`config.mk`:
```
export PLATFORM = sky130hd
export DESIGN_NAME = rect_update_command_ring_writer_unit_flat
export DESIGN_NICKNAME = d
export VERILOG_FILES = /design/src/rtl/rucrw_pkg.sv /design/src/rtl/rucrw_req_if.sv /design/src/rtl/rucrw_res_if.sv /design/src/rtl/rucrw_front.sv /design/src/rtl/rucrw_queue.sv /design/src/rtl/rucrw_back.sv /design/src/rtl/rect_update_command_ring_writer_unit.sv /design/src/flat_wrapper.sv
export SDC_FILE = /design/constraint.sdc
export NUM_CORES = 1
export LEC_CHECK = 0
export BUFFER_PORTS_ARGS = -buffer_cell sky130_fd_sc_hd__buf_4
export CORE_MARGIN = 2
export CORE_UTILIZATION = 43
export CTS_CLUSTER_DIAMETER = 80
export CTS_CLUSTER_SIZE = 30
export DETAILED_ROUTE_END_ITERATION = 10
export GPL_ROUTABILITY_DRIVEN = 0
export PLACE_DENSITY_LB_ADDON = 0.1
export SYNTH_ARGS = -nofsm -noshare
export SYNTH_HDL_FRONTEND = slang
export SYNTH_HIERARCHICAL = 1
export SYNTH_SLANG_ARGS = --single-unit
```
`constraint.sdc`:
```
create_clock -name clk_i -period 14.8 [get_ports clk_i]
set_input_delay 0.74 -clock clk_i [delete_from_list [all_inputs] [get_ports clk_i]]
set_output_delay 0.74 -clock clk_i [all_outputs]
set_load 0.1 [all_outputs]
```
`src/rtl/rucrw_pkg.sv`:
```
// ----------------------------------------------------------------------------
// Rectangle update command ring writer: shared package
// Types and constants shared by the front end, the job queue and the back end.
// ----------------------------------------------------------------------------
`default_nettype none

package rucrw_pkg;

  // Field widths fixed by the interface.
  localparam int unsigned CurW    = 21;
  localparam int unsigned OffW    = 20;
  localparam int unsigned WordW   = 32;
  localparam int unsigned PixW    = 11;
  localparam int unsigned StatW   = 3;
  localparam int unsigned CfgIdxW = 3;

  // Configuration register indexes.
  localparam logic [CfgIdxW-1:0] CFG_ENABLE     = 3'd0;
  localparam logic [CfgIdxW-1:0] CFG_SCR_WIDTH  = 3'd1;
  localparam logic [CfgIdxW-1:0] CFG_SCR_HEIGHT = 3'd2;
  localparam logic [CfgIdxW-1:0] CFG_RING_START = 3'd3;
  localparam logic [CfgIdxW-1:0] CFG_RING_END   = 3'd4;
  localparam logic [CfgIdxW-1:0] CFG_MAPPED     = 3'd5;

  // Result status codes.
  localparam logic [StatW-1:0] ST_OK       = 3'd0;
  localparam logic [StatW-1:0] ST_DISABLED = 3'd1;
  localparam logic [StatW-1:0] ST_EMPTY    = 3'd2;
  localparam logic [StatW-1:0] ST_BOUNDS   = 3'd3;
  localparam logic [StatW-1:0] ST_FULL     = 3'd4;

  // Command and ring constants.
  localparam logic [WordW-1:0] OP_UPDATE    = 32'd1;
  localparam logic [CurW-1:0]  HEADER_BYTES = 21'd16;
  localparam logic [CurW-1:0]  WORD_BYTES   = 21'd4;
  localparam logic [PixW-1:0]  MODE_W_MAX   = 11'd1920;
  localparam logic [PixW-1:0]  MODE_H_MAX   = 11'd1200;

  // Word steps of one update command: opcode, x, y, w, h, then the final status.
  localparam logic [2:0] STEP_OP    = 3'd0;
  localparam logic [2:0] STEP_X     = 3'd1;
  localparam logic [2:0] STEP_Y     = 3'd2;
  localparam logic [2:0] STEP_W     = 3'd3;
  localparam logic [2:0] STEP_FINAL = 3'd5;

  // Kinds of work handed from the front end to the back end.
  typedef enum logic [1:0] {
    JOB_FINAL  = 2'd0,  // a single final result with a fixed status
    JOB_CURSOR = 2'd1,  // host read cursor update
    JOB_RECT   = 2'd2   // clamped rectangle to be written into the ring
  } job_kind_e;

  typedef struct packed {
    job_kind_e             kind;
    logic [StatW-1:0]      status;
    logic [PixW-1:0]       x;
    logic [PixW-1:0]       y;
    logic [PixW-1:0]       w;
    logic [PixW-1:0]       h;
    logic [CurW-1:0]       cursor;
  } job_t;

  typedef struct packed {
    logic                  enable;
    logic [PixW-1:0]       screen_width;
    logic [PixW-1:0]       screen_height;
    logic [CurW-1:0]       ring_start;
    logic [CurW-1:0]       ring_end;
    logic [CurW-1:0]       mapped_bytes;
  } cfg_t;

  typedef struct packed {
    logic                  write_enable;
    logic [OffW-1:0]       write_offset;
    logic [WordW-1:0]      write_word;
    logic [CurW-1:0]       new_cursor;
    logic                  sync_request;
    logic [StatW-1:0]      status;
    logic                  last;
  } result_t;

endpackage

`default_nettype wire

```
`src/rtl/rucrw_req_if.sv`:
```
// ----------------------------------------------------------------------------
// Request channel
// Valid/ready channel carrying present-rectangle and read-cursor requests.
// ----------------------------------------------------------------------------
`default_nettype none

interface rucrw_req_if #(
  parameter int unsigned COORD_BITS = 16
);
  logic                         valid;
  logic                         ready;
  logic                         func;
  logic signed [COORD_BITS-1:0] rect_x;
  logic signed [COORD_BITS-1:0] rect_y;
  logic signed [COORD_BITS-1:0] rect_w;
  logic signed [COORD_BITS-1:0] rect_h;
  logic [rucrw_pkg::CurW-1:0]   read_cursor;

  modport source (
    output valid, func, rect_x, rect_y, rect_w, rect_h, read_cursor,
    input  ready
  );

  modport sink (
    input  valid, func, rect_x, rect_y, rect_w, rect_h, read_cursor,
    output ready
  );
endinterface

`default_nettype wire

```
`src/rtl/rucrw_res_if.sv`:
```
// ----------------------------------------------------------------------------
// Result channel
// Valid/ready channel carrying ring word writes and final status results.
// ----------------------------------------------------------------------------
`default_nettype none

interface rucrw_res_if;
  logic                         valid;
  logic                         ready;
  logic                         write_enable;
  logic [rucrw_pkg::OffW-1:0]   write_offset;
  logic [rucrw_pkg::WordW-1:0]  write_word;
  logic [rucrw_pkg::CurW-1:0]   new_cursor;
  logic                         sync_request;
  logic [rucrw_pkg::StatW-1:0]  status;
  logic                         last;

  modport source (
    output valid, write_enable, write_offset, write_word, new_cursor,
           sync_request, status, last,
    input  ready
  );

  modport sink (
    input  valid, write_enable, write_offset, write_word, new_cursor,
           sync_request, status, last,
    output ready
  );
endinterface

`default_nettype wire

```
`src/rtl/rucrw_front.sv`:
```
// ----------------------------------------------------------------------------
// Front end
// Accepts requests, clamps rectangles to the screen and classifies each
// request into a job for the back end.
// ----------------------------------------------------------------------------
`default_nettype none

module rucrw_front #(
  parameter int unsigned COORD_BITS = 16
) (
  rucrw_req_if.sink          req_if,
  input  rucrw_pkg::cfg_t    cfg_i,
  input  logic               q_full_i,
  output logic               push_o,
  output rucrw_pkg::job_t    job_o
);

  // Two guard bits cover the sum of a shrunk size and the origin.
  localparam int unsigned CW = COORD_BITS + 2;

  logic [rucrw_pkg::PixW-1:0] sw;
  logic [rucrw_pkg::PixW-1:0] sh;
  logic signed [CW-1:0]       sw_s;
  logic signed [CW-1:0]       sh_s;
  logic signed [CW-1:0]       x_in;
  logic signed [CW-1:0]       y_in;
  logic signed [CW-1:0]       w_in;
  logic signed [CW-1:0]       h_in;
  logic signed [CW-1:0]       x_c;
  logic signed [CW-1:0]       y_c;
  logic signed [CW-1:0]       w_c;
  logic signed [CW-1:0]       h_c;
  logic signed [CW-1:0]       w_f;
  logic signed [CW-1:0]       h_f;
  logic                       off_screen;
  logic                       no_area;

  // A request is taken whenever the queue has room.
  assign req_if.ready = !q_full_i;
  assign push_o       = req_if.valid && !q_full_i;

  // Oversized modes saturate at the largest supported screen.
  assign sw   = (cfg_i.screen_width  > rucrw_pkg::MODE_W_MAX) ? rucrw_pkg::MODE_W_MAX
                                                              : cfg_i.screen_width;
  assign sh   = (cfg_i.screen_height > rucrw_pkg::MODE_H_MAX) ? rucrw_pkg::MODE_H_MAX
                                                              : cfg_i.screen_height;
  assign sw_s = CW'(sw);
  assign sh_s = CW'(sh);

  assign x_in = CW'(req_if.rect_x);
  assign y_in = CW'(req_if.rect_y);
  assign w_in = CW'(req_if.rect_w);
  assign h_in = CW'(req_if.rect_h);

  // A negative origin moves to zero and shrinks the size by the same amount.
  always_comb begin
    x_c = x_in;
    w_c = w_in;
    y_c = y_in;
    h_c = h_in;
    if (x_in < 0) begin
      w_c = w_in + x_in;
      x_c = '0;
    end
    if (y_in < 0) begin
      h_c = h_in + y_in;
      y_c = '0;
    end
  end

  // Overhang past the right or bottom edge is cut at the edge.
  assign off_screen = (x_c >= sw_s) || (y_c >= sh_s);
  assign w_f        = (x_c + w_c > sw_s) ? (sw_s - x_c) : w_c;
  assign h_f        = (y_c + h_c > sh_s) ? (sh_s - y_c) : h_c;
  assign no_area    = (w_f <= 0) || (h_f <= 0);

  // Classification into a job.
  always_comb begin
    job_o.kind   = rucrw_pkg::JOB_FINAL;
    job_o.status = rucrw_pkg::ST_OK;
    job_o.x      = x_c[rucrw_pkg::PixW-1:0];
    job_o.y      = y_c[rucrw_pkg::PixW-1:0];
    job_o.w      = w_f[rucrw_pkg::PixW-1:0];
    job_o.h      = h_f[rucrw_pkg::PixW-1:0];
    job_o.cursor = req_if.read_cursor;
    if (req_if.func) begin
      job_o.kind = rucrw_pkg::JOB_CURSOR;
    end else if (!cfg_i.enable) begin
      job_o.status = rucrw_pkg::ST_DISABLED;
    end else if (off_screen || no_area) begin
      job_o.status = rucrw_pkg::ST_EMPTY;
    end else begin
      job_o.kind = rucrw_pkg::JOB_RECT;
    end
  end

endmodule

`default_nettype wire

```
`src/rtl/rucrw_queue.sv`:
```
// ----------------------------------------------------------------------------
// Job queue
// Two-entry first-in first-out queue between the front end and the back end.
// ----------------------------------------------------------------------------
`default_nettype none

module rucrw_queue (
  input  logic               clk_i,
  input  logic               rst_ni,
  input  logic               push_i,
  input  rucrw_pkg::job_t    job_i,
  input  logic               pop_i,
  output logic               full_o,
  output logic               valid_o,
  output rucrw_pkg::job_t    job_o
);

  rucrw_pkg::job_t entry_q [2];
  logic            wr_ptr_q;
  logic            rd_ptr_q;
  logic [1:0]      count_q;
  logic            do_pop;

  assign full_o  = (count_q == 2'd2);
  assign valid_o = (count_q != 2'd0);
  assign job_o   = entry_q[rd_ptr_q];
  assign do_pop  = pop_i && valid_o;

  // Pointers and fill count.
  always_ff @(posedge clk_i or negedge rst_ni) begin
    if (!rst_ni) begin
      wr_ptr_q <= 1'b0;
      rd_ptr_q <= 1'b0;
      count_q  <= 2'd0;
    end else begin
      if (push_i) begin
        wr_ptr_q <= !wr_ptr_q;
      end
      if (do_pop) begin
        rd_ptr_q <= !rd_ptr_q;
      end
      if (push_i && !do_pop) begin
        count_q <= count_q + 2'd1;
      end else if (do_pop && !push_i) begin
        count_q <= count_q - 2'd1;
      end
    end
  end

  // Entry storage.
  always_ff @(posedge clk_i) begin
    if (push_i) begin
      entry_q[wr_ptr_q] <= job_i;
    end
  end

endmodule

`default_nettype wire

```
`src/rtl/rucrw_back.sv`:
```
// ----------------------------------------------------------------------------
// Back end
// Carries out queued jobs: writes the update command into the ring word by
// word, keeps the write and host cursors and drives the result register.
// ----------------------------------------------------------------------------
`default_nettype none

module rucrw_back #(
  parameter int unsigned RING_BYTES_MAX = 1048576
) (
  input  logic               clk_i,
  input  logic               rst_ni,
  input  rucrw_pkg::cfg_t    cfg_i,
  input  logic               job_valid_i,
  input  rucrw_pkg::job_t    job_i,
  output logic               pop_o,
  rucrw_res_if.source        res_if
);

  localparam int unsigned CapW = 25;
  localparam logic [CapW-1:0] RingMax = CapW'(RING_BYTES_MAX);

  logic [rucrw_pkg::CurW-1:0]  cap;
  logic [rucrw_pkg::CurW-1:0]  hi_d;
  logic [rucrw_pkg::CurW-1:0]  hi_q;
  logic                        cfg_bad_d;
  logic                        cfg_bad_q;
  logic [rucrw_pkg::CurW-1:0]  wc_d;
  logic [rucrw_pkg::CurW-1:0]  wc_q;
  logic [rucrw_pkg::CurW-1:0]  hc_d;
  logic [rucrw_pkg::CurW-1:0]  hc_q;
  logic [2:0]                  step_d;
  logic [2:0]                  step_q;
  logic [rucrw_pkg::CurW:0]    nxt_sum;
  logic [rucrw_pkg::CurW-1:0]  nxt;
  logic                        cur_bad;
  logic                        full;
  logic [rucrw_pkg::WordW-1:0] word;
  logic                        can_load;
  logic                        res_load;
  rucrw_pkg::result_t          res_d;
  rucrw_pkg::result_t          res_q;
  logic                        out_valid_q;

  // Effective ring end and bounds check, registered from the configuration.
  assign cap  = (cfg_i.ring_end > cfg_i.mapped_bytes) ? cfg_i.mapped_bytes : cfg_i.ring_end;
  assign hi_d = (CapW'(cap) > RingMax) ? rucrw_pkg::CurW'(RingMax) : cap;
  assign cfg_bad_d = (cfg_i.ring_start < rucrw_pkg::HEADER_BYTES) ||
                     (hi_d <= cfg_i.ring_start) ||
                     (hi_d[1:0] != 2'b00) ||
                     (cfg_i.ring_start[1:0] != 2'b00);

  always_ff @(posedge clk_i) begin
    hi_q      <= hi_d;
    cfg_bad_q <= cfg_bad_d;
  end

  // Cursor checks and the position after the current word.
  assign cur_bad = (wc_q < cfg_i.ring_start) || (wc_q >= hi_q) || (wc_q[1:0] != 2'b00);
  assign nxt_sum = {1'b0, wc_q} + {1'b0, rucrw_pkg::WORD_BYTES};
  assign nxt     = (nxt_sum >= {1'b0, hi_q}) ? cfg_i.ring_start
                                              : nxt_sum[rucrw_pkg::CurW-1:0];
  assign full    = (nxt == hc_q);

  // Word of the command for the current step.
  always_comb begin
    case (step_q)
      rucrw_pkg::STEP_OP: word = rucrw_pkg::OP_UPDATE;
      rucrw_pkg::STEP_X:  word = rucrw_pkg::WordW'(job_i.x);
      rucrw_pkg::STEP_Y:  word = rucrw_pkg::WordW'(job_i.y);
      rucrw_pkg::STEP_W:  word = rucrw_pkg::WordW'(job_i.w);
      default:            word = rucrw_pkg::WordW'(job_i.h);
    endcase
  end

  // The result register takes a new result when empty or being drained.
  assign can_load = !out_valid_q || res_if.ready;

  // Job execution: one result per cycle while the result register can take one.
  always_comb begin
    pop_o              = 1'b0;
    res_load           = 1'b0;
    step_d             = step_q;
    wc_d               = wc_q;
    hc_d               = hc_q;
    res_d.write_enable = 1'b0;
    res_d.write_offset = '0;
    res_d.write_word   = '0;
    res_d.sync_request = 1'b0;
    res_d.status       = rucrw_pkg::ST_OK;
    res_d.last         = 1'b1;
    if (job_valid_i && can_load) begin
      res_load = 1'b1;
      unique case (job_i.kind)
        rucrw_pkg::JOB_CURSOR: begin
          hc_d  = job_i.cursor;
          pop_o = 1'b1;
        end
        rucrw_pkg::JOB_RECT: begin
          if (step_q == rucrw_pkg::STEP_FINAL) begin
            res_d.sync_request = 1'b1;
            pop_o              = 1'b1;
            step_d             = '0;
          end else if (cfg_bad_q || cur_bad) begin
            res_d.status = rucrw_pkg::ST_BOUNDS;
            pop_o        = 1'b1;
            step_d       = '0;
          end else if (full) begin
            res_d.status       = rucrw_pkg::ST_FULL;
            res_d.sync_request = 1'b1;
            pop_o              = 1'b1;
            step_d             = '0;
          end else begin
            res_d.write_enable = 1'b1;
            res_d.write_offset = wc_q[rucrw_pkg::OffW-1:0];
            res_d.write_word   = word;
            res_d.last         = 1'b0;
            wc_d               = nxt;
            step_d             = step_q + 3'd1;
          end
        end
        default: begin
          res_d.status = job_i.status;
          pop_o        = 1'b1;
        end
      endcase
    end
    res_d.new_cursor = wc_d;
  end

  // Control state.
  always_ff @(posedge clk_i or negedge rst_ni) begin
    if (!rst_ni) begin
      step_q      <= '0;
      wc_q        <= rucrw_pkg::HEADER_BYTES;
      hc_q        <= rucrw_pkg::HEADER_BYTES;
      out_valid_q <= 1'b0;
    end else begin
      step_q <= step_d;
      wc_q   <= wc_d;
      hc_q   <= hc_d;
      if (can_load) begin
        out_valid_q <= res_load;
      end
    end
  end

  // Result payload.
  always_ff @(posedge clk_i) begin
    if (res_load) begin
      res_q <= res_d;
    end
  end

  assign res_if.valid        = out_valid_q;
  assign res_if.write_enable = res_q.write_enable;
  assign res_if.write_offset = res_q.write_offset;
  assign res_if.write_word   = res_q.write_word;
  assign res_if.new_cursor   = res_q.new_cursor;
  assign res_if.sync_request = res_q.sync_request;
  assign res_if.status       = res_q.status;
  assign res_if.last         = res_q.last;

endmodule

`default_nettype wire

```
`src/rtl/rect_update_command_ring_writer_unit.sv`:
```
// ----------------------------------------------------------------------------
// Rectangle update command ring writer
// Clamps present rectangles to the screen and writes update commands into a
// byte-addressed command ring; also tracks the host read cursor.
// ----------------------------------------------------------------------------
// Usage:
//   req_if carries requests: func 0 presents a rectangle, func 1 sets the host
//   read cursor. res_if returns one result per cycle while the receiver is
//   ready: up to five ring word writes (opcode, x, y, w, h) and then a final
//   result with last set, the status and the sync request. Read cursor,
//   disabled and empty requests give the final result alone. Configuration is
//   written through cfg_we_i, cfg_index_i and cfg_data_i; the user must do so
//   only while the block is idle, as the block does not enforce it. A request
//   is registered in the queue, then in the result register. A full update
//   command gives six results, one per cycle while the receiver is ready; other
//   requests give one. The front end keeps taking requests into a two-entry
//   queue while the back end works or the receiver stalls; a stalled receiver
//   holds the result register and, once the queue fills, request ready drops.
//   Reset empties the queue and the result register, sets both cursors to the
//   ring start of sixteen and loads the configuration reset values.
// ----------------------------------------------------------------------------
`default_nettype none

module rect_update_command_ring_writer_unit #(
  parameter int unsigned RING_BYTES_MAX = 1048576,
  parameter int unsigned COORD_BITS     = 16
) (
  input  logic                              clk_i,
  input  logic                              rst_ni,
  input  logic                              cfg_we_i,
  input  logic [rucrw_pkg::CfgIdxW-1:0]     cfg_index_i,
  input  logic [rucrw_pkg::CurW-1:0]        cfg_data_i,
  rucrw_req_if.sink                         req_if,
  rucrw_res_if.source                       res_if
);

  rucrw_pkg::cfg_t cfg_q;
  rucrw_pkg::job_t front_job;
  rucrw_pkg::job_t head_job;
  logic            push;
  logic            pop;
  logic            q_full;
  logic            q_valid;

  // Configuration registers.
  always_ff @(posedge clk_i or negedge rst_ni) begin
    if (!rst_ni) begin
      cfg_q.enable        <= 1'b0;
      cfg_q.screen_width  <= 11'd1024;
      cfg_q.screen_height <= 11'd768;
      cfg_q.ring_start    <= 21'd16;
      cfg_q.ring_end      <= 21'd65536;
      cfg_q.mapped_bytes  <= 21'd65536;
    end else if (cfg_we_i) begin
      unique case (cfg_index_i)
        rucrw_pkg::CFG_ENABLE:     cfg_q.enable        <= cfg_data_i[0];
        rucrw_pkg::CFG_SCR_WIDTH:  cfg_q.screen_width  <= cfg_data_i[rucrw_pkg::PixW-1:0];
        rucrw_pkg::CFG_SCR_HEIGHT: cfg_q.screen_height <= cfg_data_i[rucrw_pkg::PixW-1:0];
        rucrw_pkg::CFG_RING_START: cfg_q.ring_start    <= cfg_data_i;
        rucrw_pkg::CFG_RING_END:   cfg_q.ring_end      <= cfg_data_i;
        rucrw_pkg::CFG_MAPPED:     cfg_q.mapped_bytes  <= cfg_data_i;
        default: ;
      endcase
    end
  end

  // Front end: accept and classify.
  rucrw_front #(
    .COORD_BITS (COORD_BITS)
  ) u_front (
    .req_if   (req_if),
    .cfg_i    (cfg_q),
    .q_full_i (q_full),
    .push_o   (push),
    .job_o    (front_job)
  );

  // Queue between the two halves.
  rucrw_queue u_queue (
    .clk_i   (clk_i),
    .rst_ni  (rst_ni),
    .push_i  (push),
    .job_i   (front_job),
    .pop_i   (pop),
    .full_o  (q_full),
    .valid_o (q_valid),
    .job_o   (head_job)
  );

  // Back end: ring writes and results.
  rucrw_back #(
    .RING_BYTES_MAX (RING_BYTES_MAX)
  ) u_back (
    .clk_i       (clk_i),
    .rst_ni      (rst_ni),
    .cfg_i       (cfg_q),
    .job_valid_i (q_valid),
    .job_i       (head_job),
    .pop_o       (pop),
    .res_if      (res_if)
  );

endmodule

`default_nettype wire
```
`src/flat_wrapper.sv`:
```
// flat-port wrapper written by rule: the top's interface ports become plain ports
module rect_update_command_ring_writer_unit_flat 
#(
  parameter int unsigned RING_BYTES_MAX = 1048576,
  parameter int unsigned COORD_BITS     = 16
)
  (clk_i, rst_ni, cfg_we_i, cfg_index_i, cfg_data_i, req_if_valid, req_if_func, req_if_rect_x, req_if_rect_y, req_if_rect_w, req_if_rect_h, req_if_read_cursor, req_if_ready, res_if_valid, res_if_write_enable, res_if_write_offset, res_if_write_word, res_if_new_cursor, res_if_sync_request, res_if_status, res_if_last, res_if_ready);
  rucrw_req_if #(.COORD_BITS(COORD_BITS)) req_if_i ();
  rucrw_res_if res_if_i ();
  input  logic clk_i;
  input  logic rst_ni;
  input  logic cfg_we_i;
  input  logic [rucrw_pkg::CfgIdxW-1:0] cfg_index_i;
  input  logic [rucrw_pkg::CurW-1:0] cfg_data_i;
  input wire logic [$bits(req_if_i.valid)-1:0] req_if_valid;
  input wire logic [$bits(req_if_i.func)-1:0] req_if_func;
  input wire logic [$bits(req_if_i.rect_x)-1:0] req_if_rect_x;
  input wire logic [$bits(req_if_i.rect_y)-1:0] req_if_rect_y;
  input wire logic [$bits(req_if_i.rect_w)-1:0] req_if_rect_w;
  input wire logic [$bits(req_if_i.rect_h)-1:0] req_if_rect_h;
  input wire logic [$bits(req_if_i.read_cursor)-1:0] req_if_read_cursor;
  output wire logic [$bits(req_if_i.ready)-1:0] req_if_ready;
  output wire logic [$bits(res_if_i.valid)-1:0] res_if_valid;
  output wire logic [$bits(res_if_i.write_enable)-1:0] res_if_write_enable;
  output wire logic [$bits(res_if_i.write_offset)-1:0] res_if_write_offset;
  output wire logic [$bits(res_if_i.write_word)-1:0] res_if_write_word;
  output wire logic [$bits(res_if_i.new_cursor)-1:0] res_if_new_cursor;
  output wire logic [$bits(res_if_i.sync_request)-1:0] res_if_sync_request;
  output wire logic [$bits(res_if_i.status)-1:0] res_if_status;
  output wire logic [$bits(res_if_i.last)-1:0] res_if_last;
  input wire logic [$bits(res_if_i.ready)-1:0] res_if_ready;
  assign req_if_i.valid = req_if_valid;
  assign req_if_i.func = req_if_func;
  assign req_if_i.rect_x = req_if_rect_x;
  assign req_if_i.rect_y = req_if_rect_y;
  assign req_if_i.rect_w = req_if_rect_w;
  assign req_if_i.rect_h = req_if_rect_h;
  assign req_if_i.read_cursor = req_if_read_cursor;
  assign req_if_ready = req_if_i.ready;
  assign res_if_valid = res_if_i.valid;
  assign res_if_write_enable = res_if_i.write_enable;
  assign res_if_write_offset = res_if_i.write_offset;
  assign res_if_write_word = res_if_i.write_word;
  assign res_if_new_cursor = res_if_i.new_cursor;
  assign res_if_sync_request = res_if_i.sync_request;
  assign res_if_status = res_if_i.status;
  assign res_if_last = res_if_i.last;
  assign res_if_i.ready = res_if_ready;
  rect_update_command_ring_writer_unit #(.RING_BYTES_MAX(RING_BYTES_MAX), .COORD_BITS(COORD_BITS)) u_core (.clk_i(clk_i), .rst_ni(rst_ni), .cfg_we_i(cfg_we_i), .cfg_index_i(cfg_index_i), .cfg_data_i(cfg_data_i), .req_if(req_if_i), .res_if(res_if_i));
endmodule
```
==> impl_metrics.xml, run 1 <==
<?xml version="1.0" encoding="UTF-8"?>
<metrics>
  <group name="status">
    <metric name="outcome" unit="">finished, final reports clean</metric>
  </group>
  <group name="sta">
    <metric name="grt_setup_unrepaired" unit="">false</metric>
    <metric name="worst_slew_pin_slew" unit="ns">1.11</metric>
    <metric name="fmax" unit="MHz">152</metric>
    <metric name="fin_crit" unit="ns">6.58</metric>
    <metric name="setup_viol" unit="">0</metric>
    <metric name="final.setup.tns" unit="ns">0</metric>
    <metric name="finalHoldViolations" unit="">0</metric>
    <metric name="number_of_max_slew_violations_in_the_final_report" unit="">0</metric>
    <metric name="final_worst_path_period_share" unit="">0.444</metric>
    <metric name="final.hold.worst_slack" unit="ns">0.125</metric>
    <metric name="slew_headroom" unit="">0.257</metric>
    <metric name="skew_final" unit="ns">0.0436</metric>
  </group>
  <group name="clock_tree">
    <metric name="cts_tree" unit="">yes</metric>
    <metric name="clock_sinks" unit="">356</metric>
    <metric name="numCtsBuffers" unit="">24</metric>
    <metric name="cts_repair_resize_count" unit="">0</metric>
    <metric name="clock_tree.buffer_depth" unit="">3</metric>
    <metric name="cts.root.buffer_cell" unit="">sky130_fd_sc_hd__clkbuf_16</metric>
    <metric name="htree_num_levels" unit="">1</metric>
    <metric name="post_cts_hold_buffer_count" unit="">0</metric>
    <metric name="clk_pin_slew_worst_paths" unit="ns">0.10</metric>
    <metric name="cts.repair_timing.setup_buffer_count" unit="">0</metric>
    <metric name="worstSkewPairLatency" unit="ns">0.60</metric>
  </group>
  <group name="synthesis">
    <metric name="synth_top_family_by_area" unit="">compound AO/OA/AOI/OAI gates</metric>
    <metric name="synth.distinct_cells" unit="">105</metric>
    <metric name="dominantRegCellSynth" unit="">sky130_fd_sc_hd__edfxtp_1</metric>
    <metric name="syn_area_per_cell" unit="sq um">10.7</metric>
    <metric name="postSynthRegisterBits" unit="">356</metric>
    <metric name="synth.yosys.seq_area_share" unit="">0.408</metric>
    <metric name="synth_simple_gate_area_frac" unit="">0.121</metric>
    <metric name="postSynthCellCount" unit="">2250</metric>
    <metric name="synth_enable_flop_cells" unit="">198</metric>
    <metric name="synth.cell_area" unit="sq um">24000</metric>
    <metric name="synth-adder-area-share" unit="">0.118</metric>
    <metric name="synthesis.yosys.warnings" unit="">6</metric>
    <metric name="synth.mux.area_fraction" unit="">0.115</metric>
    <metric name="synth-xor-area-share" unit="">0.0356</metric>
    <metric name="synth-compound-area-share" unit="">0.142</metric>
    <metric name="synth_async_sr_flop_share" unit="">0.382</metric>
  </group>
  <group name="floorplan">
    <metric name="io_pins" unit="">196</metric>
    <metric name="row_count" unit="">86</metric>
    <metric name="core_region_area" unit="sq um">55200</metric>
    <metric name="die_y" unit="um">240</metric>
    <metric name="initial_core_util" unit="">0.435</metric>
    <metric name="die-width" unit="um">240</metric>
    <metric name="fp.dieArea" unit="sq um">57800</metric>
  </group>
  <group name="routing">
    <metric name="vias" unit="">17600</metric>
    <metric name="drt.antenna.violating_nets" unit="">0</metric>
    <metric name="wire_per_inst" unit="um">21.0</metric>
    <metric name="drtPass1Iterations" unit="">8</metric>
    <metric name="initialDrtViolationCount" unit="">1255</metric>
    <metric name="route.detailed.vias_per_inst" unit="">5.60</metric>
    <metric name="wirelength" unit="um">65800</metric>
    <metric name="drcViolationCount" unit="">0</metric>
  </group>
  <group name="global_route">
    <metric name="grt_antenna_before_repair" unit="">0</metric>
    <metric name="grt_pass1_wl" unit="um">101000</metric>
    <metric name="grt_max_degree" unit="">74</metric>
    <metric name="first_global_vias" unit="">17500</metric>
    <metric name="grt.total_usage" unit="">0.227</metric>
    <metric name="grt_overflow_total" unit="">0</metric>
  </group>
  <group name="worst_setup_path">
    <metric name="ff2ff_path_depth" unit="">19</metric>
    <metric name="worst_r2r_dst" unit="">u_core/u_back/res_if.new_cursor[4]</metric>
    <metric name="reg2reg_setup_slack" unit="ns">8.22</metric>
    <metric name="required_time_at_the_endpoint_of_the_critical_path" unit="ns">15.07</metric>
    <metric name="cp_slowest_stage_delay" unit="ns">0.74</metric>
    <metric name="crit_path_top_delay_cell" unit="">sky130_fd_sc_hd__o311ai_4</metric>
    <metric name="arrival" unit="ns">6.85</metric>
    <metric name="critical_path_peak_fanout" unit="">31</metric>
    <metric name="critical_path_start_end_classification" unit="">flip-flop to flip-flop</metric>
    <metric name="critical_path.cell_chain" unit="">nand4_1, nor2_1, nand3_1, xor2_1, inv_1, ha_1, nand3_1, nor4_1, inv_1, o311ai_2, nor2_1, buf_4, o211ai_1, o2111ai_1, o311ai_4, buf_4, inv_2, a21oi_1, a21oi_1</metric>
    <metric name="startpoint_type" unit="">flip-flop</metric>
    <metric name="regToRegStartpoint" unit="">u_core/u_back/wc_q[5]</metric>
    <metric name="worstSetupEndpointType" unit="">flip-flop</metric>
  </group>
  <group name="final_layout">
    <metric name="fin_nets" unit="">2709</metric>
    <metric name="layout.cells.most_common" unit="">sky130_fd_sc_hd__ha_1</metric>
    <metric name="area_delta_synth_final" unit="%">10.8</metric>
    <metric name="drive_above_1_share" unit="">0.203</metric>
    <metric name="mostFrequentLayoutCells" unit="">sky130_fd_sc_hd__ha_1, sky130_fd_sc_hd__edfxtp_1, sky130_fd_sc_hd__buf_4</metric>
    <metric name="antenna_diode_count" unit="">0</metric>
  </group>
  <group name="placement">
    <metric name="place.detailed.hpwl" unit="um">51100</metric>
    <metric name="buffer_ports.inserted" unit="">174</metric>
  </group>
  <group name="pwr">
    <metric name="power.ir.vdd_worst" unit="V">0.000142</metric>
    <metric name="power.leakage" unit="nW">11.8</metric>
    <metric name="p_per_area" unit="nW/um^2">164</metric>
  </group>
  <group name="flow_run">
    <metric name="max-cap-violations" unit="">0</metric>
  </group>
  <group name="worst_hold_path">
    <metric name="min-delay-path-class" unit="">primary input to asynchronous set/reset pin</metric>
  </group>
</metrics>
## layout make-up
cell class	count	area (sq um)
Fill cell	5140	28600
Multi-Input combinational cell	1621	12900
Sequential cell	356	9800
Timing Repair Buffer	186	1400
Tap cell	748	936
Inverter	183	687
Clock buffer	26	639
Clock inverter	18	269
## registers in the layout (all words and copies together) (netlist names)
| signal | cells |
|---|---|
| u_core/u_back/res_if.sync_request | 1 |
| u_core/u_back/hi_q | 21 |
| u_core/u_back/res_if.last | 1 |
| u_core/u_back/wc_q | 21 |
| u_core/u_back/step_q | 3 |
| u_core/u_back/res_if.valid | 1 |
| u_core/u_back/res_if.write_offset | 20 |
| u_core/u_queue/count_q | 2 |
| u_core/u_back/cfg_bad_q | 1 |
| u_core/u_queue/entry_q | 140 |
| u_core/u_back/hc_q | 21 |
| u_core/u_back/res_if.write_word | 11 |
| u_core/cfg_q | 86 |
| u_core/u_queue/wr_ptr_q | 1 |
| u_core/u_queue/rd_ptr_q | 1 |
| u_core/u_back/res_if.write_enable | 1 |
| u_core/u_back/res_if.new_cursor | 21 |
| u_core/u_back/res_if.status | 3 |
## cell families (layout without fill, tap and decap cells)
family,count (synthesis),in the layout
AND/OR/NAND/NOR,553,553
multiplexers,218,218
adder cells (fa/ha/maj),222,222
buffers and inverters,295,413
AO/OA/AOI/OAI,508,508
flip-flops,356,356
XOR/XNOR,96,96
other,2,24
## synthesized netlist by cell type (all sizes together), types with 22 or more instances
cell	number	area [sq um]
ha	216	2700
inv	182	683
xor2	34	298
dfrtp	128	3200
a21o	66	499
nand2	146	551
mux2	193	2510
nor2	121	454
nor4	32	230
mux2i	25	250
clkbuf	37	140
edfxtp	198	5950
o211ai	23	173
nand2b	28	175
buf	75	628
nor3	24	120
o21ai	85	429
a31oi	23	144
nand4	39	265
a21oi	155	776
nor2b	24	150
nand3	33	165
xnor2	61	534
dfxtp	22	440
## how the worst max path moves through the flow
stage	startpoint	end	slack, ns	depth (start not counted)
6_report	u_core/u_back/wc_q[5]	u_core/u_back/res_if.new_cursor[4]	8.22	19
5_1_grt	u_core/u_back/wc_q[2]	u_core/u_back/res_if.new_cursor[4]	7.68	20
4_1_cts	u_core/u_back/wc_q[2]	u_core/u_back/res_if.new_cursor[4]	8.33	20
3_5_place_dp	req_if_rect_x[0]	u_core/u_queue/entry_q[0][66]	7.76	23
3_3_place_gp	req_if_rect_x[0]	u_core/u_queue/entry_q[0][66]	7.90	23
2_1_floorplan	req_if_rect_x[0]	u_core/u_queue/entry_q[0][66]	9.00	22
## report_power, final
part	internal (mW)	leakage, nW	switching [mW]
combinational	0.770	7.62	1.27
sequential	1.37	3.72	0.205
clock	0.347	0.435	0.413
## worst max-delay path, delay by kind of cell, from the launching register on
family          cells  cell delay (ns)
buf+inv             5             1.19
compound gates      6             2.12
simple gates        6             1.64
xor+xnor            1             0.34
fa+ha+maj           1             0.30
flops               1             0.64
## layer usage
layer  track usage  routed length (um)  up-vias
met5             0                   0        -
met4        0.0649                2050        0
met2         0.416               33800      466
met3        0.0235                2690      114
met1         0.281               27200     8529
li1              -                   -     8464
## metrics by stage
step	setup WS, ns	instances	area [sq um]	util	power, mW
global placement	7.90	3094	25700	0.465	3.59
detailed placement	7.76	3094	25700	0.465	3.62
floorplan	9.00	2272	24100	-	3.13
global route	7.68	3138	26600	0.482	4.65
finish	8.22	3138	26600	0.482	4.37
CTS	8.33	3138	26600	0.482	4.40
(Power assumes the default switching activity.)
==> run 2: changes to the inputs <==
==> constraint.sdc (replaced) <==
create_clock -name clk_i -period 5.8 [get_ports clk_i]
set_input_delay 0.29 -clock clk_i [delete_from_list [all_inputs] [get_ports clk_i]]
set_output_delay 0.29 -clock clk_i [all_outputs]
set_load 0.1 [all_outputs]
==> run 2 against run 1 <==
  * Register-to-register slack worse by 7.9 ns
  * Combinational power rose to 2.6 times the previous value
  * Clock power rose to 2.7 times the previous value
  * Via count up 2.3%
  * Clock-buffer cell count down 1
==> impl_metrics.xml, run 2 (synthesis results as in run 1) <==
<?xml version="1.0" encoding="UTF-8"?>
<metrics>
  <group name="global_route">
    <metric name="grt.total_usage" unit="">0.228</metric>
    <metric name="grt_overflow_total" unit="">0</metric>
    <metric name="grt_antenna_before_repair" unit="">1</metric>
    <metric name="grt_pass1_wl" unit="um">102000</metric>
    <metric name="first_global_vias" unit="">18100</metric>
    <metric name="grt_max_degree" unit="">77</metric>
  </group>
  <group name="routing">
    <metric name="drcViolationCount" unit="">0</metric>
    <metric name="wire_per_inst" unit="um">20.5</metric>
    <metric name="vias" unit="">18000</metric>
    <metric name="drtPass1Iterations" unit="">5</metric>
    <metric name="wirelength" unit="um">66400</metric>
    <metric name="route.detailed.vias_per_inst" unit="">5.55</metric>
    <metric name="drt.antenna.violating_nets" unit="">0</metric>
    <metric name="initialDrtViolationCount" unit="">1188</metric>
  </group>
  <group name="placement">
    <metric name="post-place-ws" unit="ns">-0.211</metric>
    <metric name="placedCellCount" unit="">3155</metric>
    <metric name="place.detailed.hpwl" unit="um">51800</metric>
    <metric name="buffer_ports.inserted" unit="">174</metric>
  </group>
  <group name="clock_tree">
    <metric name="numCtsBuffers" unit="">25</metric>
    <metric name="clock_sinks" unit="">356</metric>
    <metric name="cts_tree" unit="">yes</metric>
    <metric name="worstSkewPairLatency" unit="ns">0.59</metric>
    <metric name="clk_pin_slew_worst_paths" unit="ns">0.10</metric>
    <metric name="clock_tree.buffer_depth" unit="">3</metric>
    <metric name="htree_num_levels" unit="">1</metric>
    <metric name="cts.root.buffer_cell" unit="">sky130_fd_sc_hd__clkbuf_16</metric>
  </group>
  <group name="sta">
    <metric name="worst_slew_pin_slew" unit="ns">1.20</metric>
    <metric name="final.hold.worst_slack" unit="ns">0.0277</metric>
    <metric name="number_of_max_slew_violations_in_the_final_report" unit="">0</metric>
    <metric name="final_worst_path_period_share" unit="">0.942</metric>
    <metric name="fmax" unit="MHz">183</metric>
    <metric name="skew_final" unit="ns">0.0361</metric>
    <metric name="fin_crit" unit="ns">5.46</metric>
    <metric name="grt_setup_unrepaired" unit="">false</metric>
    <metric name="finalHoldViolations" unit="">0</metric>
    <metric name="final.setup.tns" unit="ns">0</metric>
    <metric name="postLayoutSetupSlackWorst" unit="ns">0.339</metric>
    <metric name="slew_headroom" unit="">0.203</metric>
    <metric name="setup_viol" unit="">0</metric>
  </group>
  <group name="final_layout">
    <metric name="largest_register_ffs" unit="">140</metric>
    <metric name="multiInputGateArea" unit="sq um">12900</metric>
    <metric name="area_delta_synth_final" unit="%">14.9</metric>
    <metric name="final_instance_count_without_filler_cells" unit="">3242</metric>
    <metric name="layout.filler_cells" unit="">5052</metric>
    <metric name="regArea" unit="sq um">9800</metric>
    <metric name="mostFrequentLayoutCells" unit="">sky130_fd_sc_hd__buf_4, sky130_fd_sc_hd__ha_1, sky130_fd_sc_hd__edfxtp_1</metric>
    <metric name="largest_registers" unit="">u_core/u_queue/entry_q (140), u_core/cfg_q (86)</metric>
    <metric name="layout.cells.most_common" unit="">sky130_fd_sc_hd__buf_4</metric>
    <metric name="fin_nets" unit="">2812</metric>
    <metric name="drive_above_1_share" unit="">0.221</metric>
    <metric name="antenna_diode_count" unit="">0</metric>
    <metric name="max_flop_register" unit="">u_core/u_queue/entry_q</metric>
    <metric name="post-route-util" unit="">0.500</metric>
  </group>
  <group name="floorplan">
    <metric name="io_pins" unit="">196</metric>
    <metric name="fp.dieArea" unit="sq um">57800</metric>
    <metric name="initial_core_util" unit="">0.435</metric>
    <metric name="die-width" unit="um">240</metric>
    <metric name="core_region_area" unit="sq um">55200</metric>
    <metric name="die_y" unit="um">240</metric>
    <metric name="row_count" unit="">86</metric>
  </group>
  <group name="pwr">
    <metric name="internal_power_component" unit="mW">6.44</metric>
    <metric name="p_comb_frac" unit="">0.467</metric>
    <metric name="share_seq_of_total_power" unit="">0.354</metric>
    <metric name="power.ir.vdd_worst" unit="V">0.000282</metric>
    <metric name="p_per_area" unit="nW/um^2">410</metric>
    <metric name="clock_power_share" unit="">0.180</metric>
    <metric name="switchingPower" unit="mW">4.88</metric>
    <metric name="sw_frac_of_total" unit="">0.431</metric>
    <metric name="power.leakage" unit="nW">12.3</metric>
  </group>
  <group name="worst_setup_path">
    <metric name="required_time_at_the_endpoint_of_the_critical_path" unit="ns">6.31</metric>
    <metric name="critical_path_peak_fanout" unit="">16</metric>
    <metric name="startpoint_type" unit="">flip-flop</metric>
    <metric name="critical_path_start_end_classification" unit="">flip-flop to flip-flop</metric>
    <metric name="arrival" unit="ns">5.97</metric>
    <metric name="worstSetupEndpointType" unit="">flip-flop</metric>
  </group>
  <group name="worst_hold_path">
    <metric name="min-delay-path-class" unit="">primary input to flip-flop</metric>
  </group>
  <group name="flow_run">
    <metric name="max-cap-violations" unit="">0</metric>
  </group>
  <group name="status">
    <metric name="outcome" unit="">finished, final reports clean</metric>
  </group>
</metrics>
[run 2: cell count changes in the layout (fill, tap and decap cells not counted), moves of 3 or more]
cell,before,now
sky130_fd_sc_hd__inv_6,4,1
sky130_fd_sc_hd__inv_16,0,3
sky130_fd_sc_hd__buf_4,185,245
sky130_fd_sc_hd__dlygate4sd3_1,0,40
sky130_fd_sc_hd__clkinv_16,2,6
[run 2: critical path, cell delays in order, from the launching register on]
cell and delay [ns]:
sky130_fd_sc_hd__dfstp_2 0.68, sky130_fd_sc_hd__nand4_2 0.26, sky130_fd_sc_hd__or2_2 0.38, sky130_fd_sc_hd__o21ai_0 0.21, sky130_fd_sc_hd__and2_1 0.25, sky130_fd_sc_hd__inv_1 0.07, sky130_fd_sc_hd__ha_1 0.29, sky130_fd_sc_hd__nand3_1 0.12
sky130_fd_sc_hd__nor4_1 0.43, sky130_fd_sc_hd__inv_1 0.12, sky130_fd_sc_hd__o311a_1 0.38, sky130_fd_sc_hd__nand2_2 0.29, sky130_fd_sc_hd__nand2_1 0.16, sky130_fd_sc_hd__a32o_1 0.34, sky130_fd_sc_hd__nor4b_2 0.34, sky130_fd_sc_hd__buf_4 0.17
sky130_fd_sc_hd__nor2_1 0.06, sky130_fd_sc_hd__nor2_1 0.11, sky130_fd_sc_hd__nand2_1 0.09, sky130_fd_sc_hd__ha_1 0.20, sky130_fd_sc_hd__xor2_1 0.14, sky130_fd_sc_hd__nor2_1 0.13, sky130_fd_sc_hd__xor2_1 0.17
[run 2: final cells by class]
class                           instances  area share
Multi-Input combinational cell       1621       0.467
Sequential cell                       356       0.355
Timing Repair Buffer                  288      0.0830
Tap cell                              748      0.0339
Inverter                              183      0.0249
Clock buffer                           25      0.0227
Clock inverter                         21      0.0138
[run 2: power groups by stage]
stage	Combinational, mW	Clock, mW	Sequential [mW]
6_report	5.29	2.03	4.00
5_1_grt	5.73	2.20	4.07
4_1_cts	5.28	2.10	4.01
3_5_place_dp	5.22	0	4.07
3_3_place_gp	5.15	0	4.05
2_1_floorplan	3.32	0	4.66
[run 2: routing by layer]
layer  vias up  routed length, um  global-route usage
li1       8656                  -                   -
met1      8803              27500               0.278
met2       398              34600               0.423
met3       119               2050              0.0207
met4         2               2260              0.0723
met5         -                 16                   0
[run 2: final timing paths]
check / slack [ns] / startpoint / endpoint / depth (start not counted)
max in group asynchronous: 4.20 / rst_ni / u_core/cfg_q[81] / 3
min in group asynchronous: 0.27 / rst_ni / u_core/cfg_q[14] / 2
setup reg to reg: 0.34 / u_core/u_back/wc_q[4] / u_core/u_queue/count_q[1] / 22
hold / removal: 0.03 / cfg_data_i[6] / u_core/cfg_q[27] / 2
setup / recovery: 0.34 / u_core/u_back/wc_q[4] / u_core/u_queue/count_q[1] / 22
hold reg to reg: 0.50 / u_core/u_queue/count_q[1] / u_core/u_queue/count_q[1] / 1
[run 2: timing repair]
action,4_1_cts,5_1_grt
gates resized for setup,0,3
hold endpoints to repair,163,0
hold buffers,40,0
endpoints found under the setup margin,0,15
setup buffers,0,1
[run 2: metrics by stage]
stage	cell area, sq um	total power [mW]
after floorplan	24100	7.98
after global placement	26200	9.19
after detailed placement	26200	9.28
after CTS	27600	11.4
after global routing	27600	12.0
final	27600	11.3
==> run 3: changes to the inputs <==
--- a/config.mk
+++ b/config.mk
@@ -5,8 +5,8 @@
 export SDC_FILE = /design/constraint.sdc
 export NUM_CORES = 1
 export LEC_CHECK = 0
+export ABC_AREA = 0
 export BUFFER_PORTS_ARGS = -buffer_cell sky130_fd_sc_hd__buf_4
-export CORE_MARGIN = 2
 export CORE_UTILIZATION = 43
 export CTS_CLUSTER_DIAMETER = 80
 export CTS_CLUSTER_SIZE = 30
==> run 3 against run 2 <==
  * Register-to-register slack worse by 0.04 ns
  * Critical path depth decreased by 5
  * Wire length decreased by 0.85%
  * Hold slack got worse by 0.0068 ns
  * Critical endpoint is now u_core/u_back/res_if.new_cursor[2]
==> impl_metrics.xml, run 3 (synthesis results as in run 1) <==
<?xml version="1.0" encoding="UTF-8"?>
<metrics>
  <group name="floorplan">
    <metric name="io_pins" unit="">196</metric>
    <metric name="initial_core_util" unit="">0.436</metric>
    <metric name="fp.dieArea" unit="sq um">56800</metric>
    <metric name="die_y" unit="um">238</metric>
    <metric name="die-width" unit="um">238</metric>
    <metric name="row_count" unit="">86</metric>
    <metric name="core_region_area" unit="sq um">55100</metric>
  </group>
  <group name="worst_setup_path">
    <metric name="crit_path_top_delay_cell" unit="">sky130_fd_sc_hd__dfrtp_1</metric>
    <metric name="worstSetupEndpointType" unit="">flip-flop</metric>
    <metric name="cp_slowest_stage_delay" unit="ns">0.62</metric>
    <metric name="critical_path.cell_chain" unit="">nand4_1, nor4_4, xnor2_1, inv_1, ha_1, nand4_1, nor4_2, inv_1, o311a_1, buf_4, and4_1, a31oi_1, o2111ai_1, o311ai_4, buf_4, buf_4, o211ai_1</metric>
    <metric name="critical_path_peak_fanout" unit="">13</metric>
    <metric name="arrival" unit="ns">5.80</metric>
    <metric name="reg2reg_setup_slack" unit="ns">0.30</metric>
    <metric name="worst_path_most_repeated_cell" unit="">sky130_fd_sc_hd__buf_4</metric>
    <metric name="regToRegStartpoint" unit="">u_core/u_back/wc_q[5]</metric>
    <metric name="ff2ff_path_depth" unit="">17</metric>
    <metric name="required_time_at_the_endpoint_of_the_critical_path" unit="ns">6.10</metric>
    <metric name="critical_path_start_end_classification" unit="">flip-flop to flip-flop</metric>
    <metric name="worst_r2r_dst" unit="">u_core/u_back/res_if.new_cursor[2]</metric>
    <metric name="startpoint_type" unit="">flip-flop</metric>
  </group>
  <group name="pwr">
    <metric name="p_per_area" unit="nW/um^2">408</metric>
    <metric name="power.leakage" unit="nW">12.2</metric>
    <metric name="power.ir.vdd_worst" unit="V">0.000346</metric>
  </group>
  <group name="worst_hold_path">
    <metric name="min-delay-path-class" unit="">primary input to flip-flop</metric>
    <metric name="min_from" unit="">cfg_data_i[2]</metric>
    <metric name="hold_path_end" unit="">u_core/cfg_q[23]</metric>
    <metric name="hold_path_depth" unit="">2</metric>
  </group>
  <group name="final_layout">
    <metric name="mostFrequentLayoutCells" unit="">sky130_fd_sc_hd__buf_4, sky130_fd_sc_hd__ha_1, sky130_fd_sc_hd__edfxtp_1</metric>
    <metric name="antenna_diode_count" unit="">0</metric>
    <metric name="largest_register_ffs" unit="">140</metric>
    <metric name="largest_registers" unit="">u_core/u_queue/entry_q (140), u_core/cfg_q (86)</metric>
    <metric name="layout.cells.most_common" unit="">sky130_fd_sc_hd__buf_4</metric>
    <metric name="drive_above_1_share" unit="">0.214</metric>
    <metric name="final_design_area_no_fill" unit="sq um">27300</metric>
    <metric name="max_flop_register" unit="">u_core/u_queue/entry_q</metric>
    <metric name="area_delta_synth_final" unit="%">13.8</metric>
    <metric name="fin_nets" unit="">2795</metric>
  </group>
  <group name="clock_tree">
    <metric name="clock_tree.buffer_depth" unit="">3</metric>
    <metric name="cts_tree" unit="">yes</metric>
    <metric name="numCtsBuffers" unit="">23</metric>
    <metric name="cts.root.buffer_cell" unit="">sky130_fd_sc_hd__clkbuf_16</metric>
    <metric name="cts.repair_timing.setup_buffer_count" unit="">0</metric>
    <metric name="clock_sinks" unit="">356</metric>
    <metric name="clk_pin_slew_worst_paths" unit="ns">0.09</metric>
    <metric name="worstSkewPairLatency" unit="ns">0.59</metric>
    <metric name="htree_num_levels" unit="">1</metric>
  </group>
  <group name="status">
    <metric name="outcome" unit="">finished, final reports clean</metric>
  </group>
  <group name="global_route">
    <metric name="grt_max_degree" unit="">86</metric>
    <metric name="first_global_vias" unit="">18200</metric>
    <metric name="grt.total_usage" unit="">0.231</metric>
    <metric name="grt_antenna_before_repair" unit="">0</metric>
    <metric name="grt_pass1_wl" unit="um">102000</metric>
    <metric name="grt_overflow_total" unit="">0</metric>
  </group>
  <group name="routing">
    <metric name="drt.antenna.violating_nets" unit="">0</metric>
    <metric name="vias" unit="">18000</metric>
    <metric name="wirelength" unit="um">65900</metric>
    <metric name="initialDrtViolationCount" unit="">1276</metric>
    <metric name="drcViolationCount" unit="">0</metric>
    <metric name="route.detailed.vias_per_inst" unit="">5.60</metric>
    <metric name="drtPass1Iterations" unit="">5</metric>
    <metric name="wire_per_inst" unit="um">20.4</metric>
  </group>
  <group name="flow_run">
    <metric name="max-cap-violations" unit="">0</metric>
  </group>
  <group name="sta">
    <metric name="fmax" unit="MHz">182</metric>
    <metric name="slew_headroom" unit="">0.259</metric>
    <metric name="number_of_max_slew_violations_in_the_final_report" unit="">0</metric>
    <metric name="grt_setup_unrepaired" unit="">false</metric>
    <metric name="fin_crit" unit="ns">5.50</metric>
    <metric name="skew_final" unit="ns">0.0480</metric>
    <metric name="postLayoutSetupSlackWorst" unit="ns">0.299</metric>
    <metric name="worst_slew_pin_slew" unit="ns">1.11</metric>
    <metric name="final_worst_path_period_share" unit="">0.949</metric>
    <metric name="setup_viol" unit="">0</metric>
    <metric name="finalHoldViolations" unit="">0</metric>
  </group>
  <group name="placement">
    <metric name="placement.cell_area" unit="sq um">26100</metric>
    <metric name="post-place-ws" unit="ns">-0.117</metric>
    <metric name="buffer_ports.inserted" unit="">174</metric>
    <metric name="place.detailed.hpwl" unit="um">51500</metric>
  </group>
</metrics>
run 3: changes by cell type in the layout (fill, tap and decap cells not counted), sizes merged:
cell,previous run,this run
buf,248,232
inv,190,194
dlygate4sd3,40,41
clkinvlp,0,1
clkinv,14,5
run 3: per-layer routing:
metal	track usage	wire length, um	up-vias
li1	-	-	8628
met1	0.286	27300	8850
met2	0.425	34300	461
met3	0.0217	2420	104
met4	0.0631	1840	0
met5	0	0	-
run 3: worst max-delay path by stage:
stage	startpoint	end	slack, ns	depth (start not counted)
after floorplan	req_if_rect_x[0]	u_core/u_queue/entry_q[0][66]	0.45	22
after global placement	req_if_rect_y[0]	u_core/u_queue/entry_q[1][66]	0.009	26
after detailed placement	req_if_rect_x[0]	u_core/u_queue/entry_q[0][66]	-0.12	24
after CTS	u_core/u_back/wc_q[6]	u_core/u_queue/count_q[1]	0.32	20
after global routing	req_if_rect_x[0]	u_core/u_queue/entry_q[1][66]	0.01	24
final	u_core/u_back/wc_q[5]	u_core/u_back/res_if.new_cursor[2]	0.30	17
run 3: layout make-up:
class	count	area [sq um]
Clock buffer	25	593
Inverter	183	687
Clock inverter	17	253
Timing Repair Buffer	273	2180
Fill cell	5157	27800
Tap cell	748	936
Multi-Input combinational cell	1621	12900
Sequential cell	356	9800
run 3: timing repair:
action / 4_1_cts / 5_1_grt
endpoints found under the hold margin: 166 / 0
setup endpoints to repair: 0 / 1
gates resized for setup: 0 / 3
hold buffers: 41 / 0
run 3: critical path, delay by kind of cell, from the launching register on:
kind	cells	cell delay, ns
AND/OR/NAND/NOR	5	1.70
AO/OA/AOI/OAI	5	1.40
buffers and inverters	5	0.97
flip-flops	1	0.62
adder cells (fa/ha/maj)	1	0.31
XOR/XNOR	1	0.21
run 3: through the flow:
step / instances / TNS, ns / hold WS [ns] / total power [mW] / util
after global placement: 3140 / 0 / 0.399 / 9.21 / 0.473
after global routing: 3223 / 0 / 0.0156 / 11.8 / 0.496
final: 3223 / 0 / 0.0209 / 11.1 / 0.496
after detailed placement: 3140 / -0.622 / 0.410 / 9.30 / 0.473
after CTS: 3223 / 0 / 0.00386 / 11.2 / 0.496
after floorplan: 2272 / 0 / -0.00559 / 7.98 / -
run 3: report_power, final:
part | switching [mW] | internal [mW] | leakage (nW)
clock network | 1.03 | 0.834 | 0.409
logic | 3.23 | 2.04 | 8.03
registers | 0.523 | 3.49 | 3.72
total | 4.78 | 6.36 | 12.2
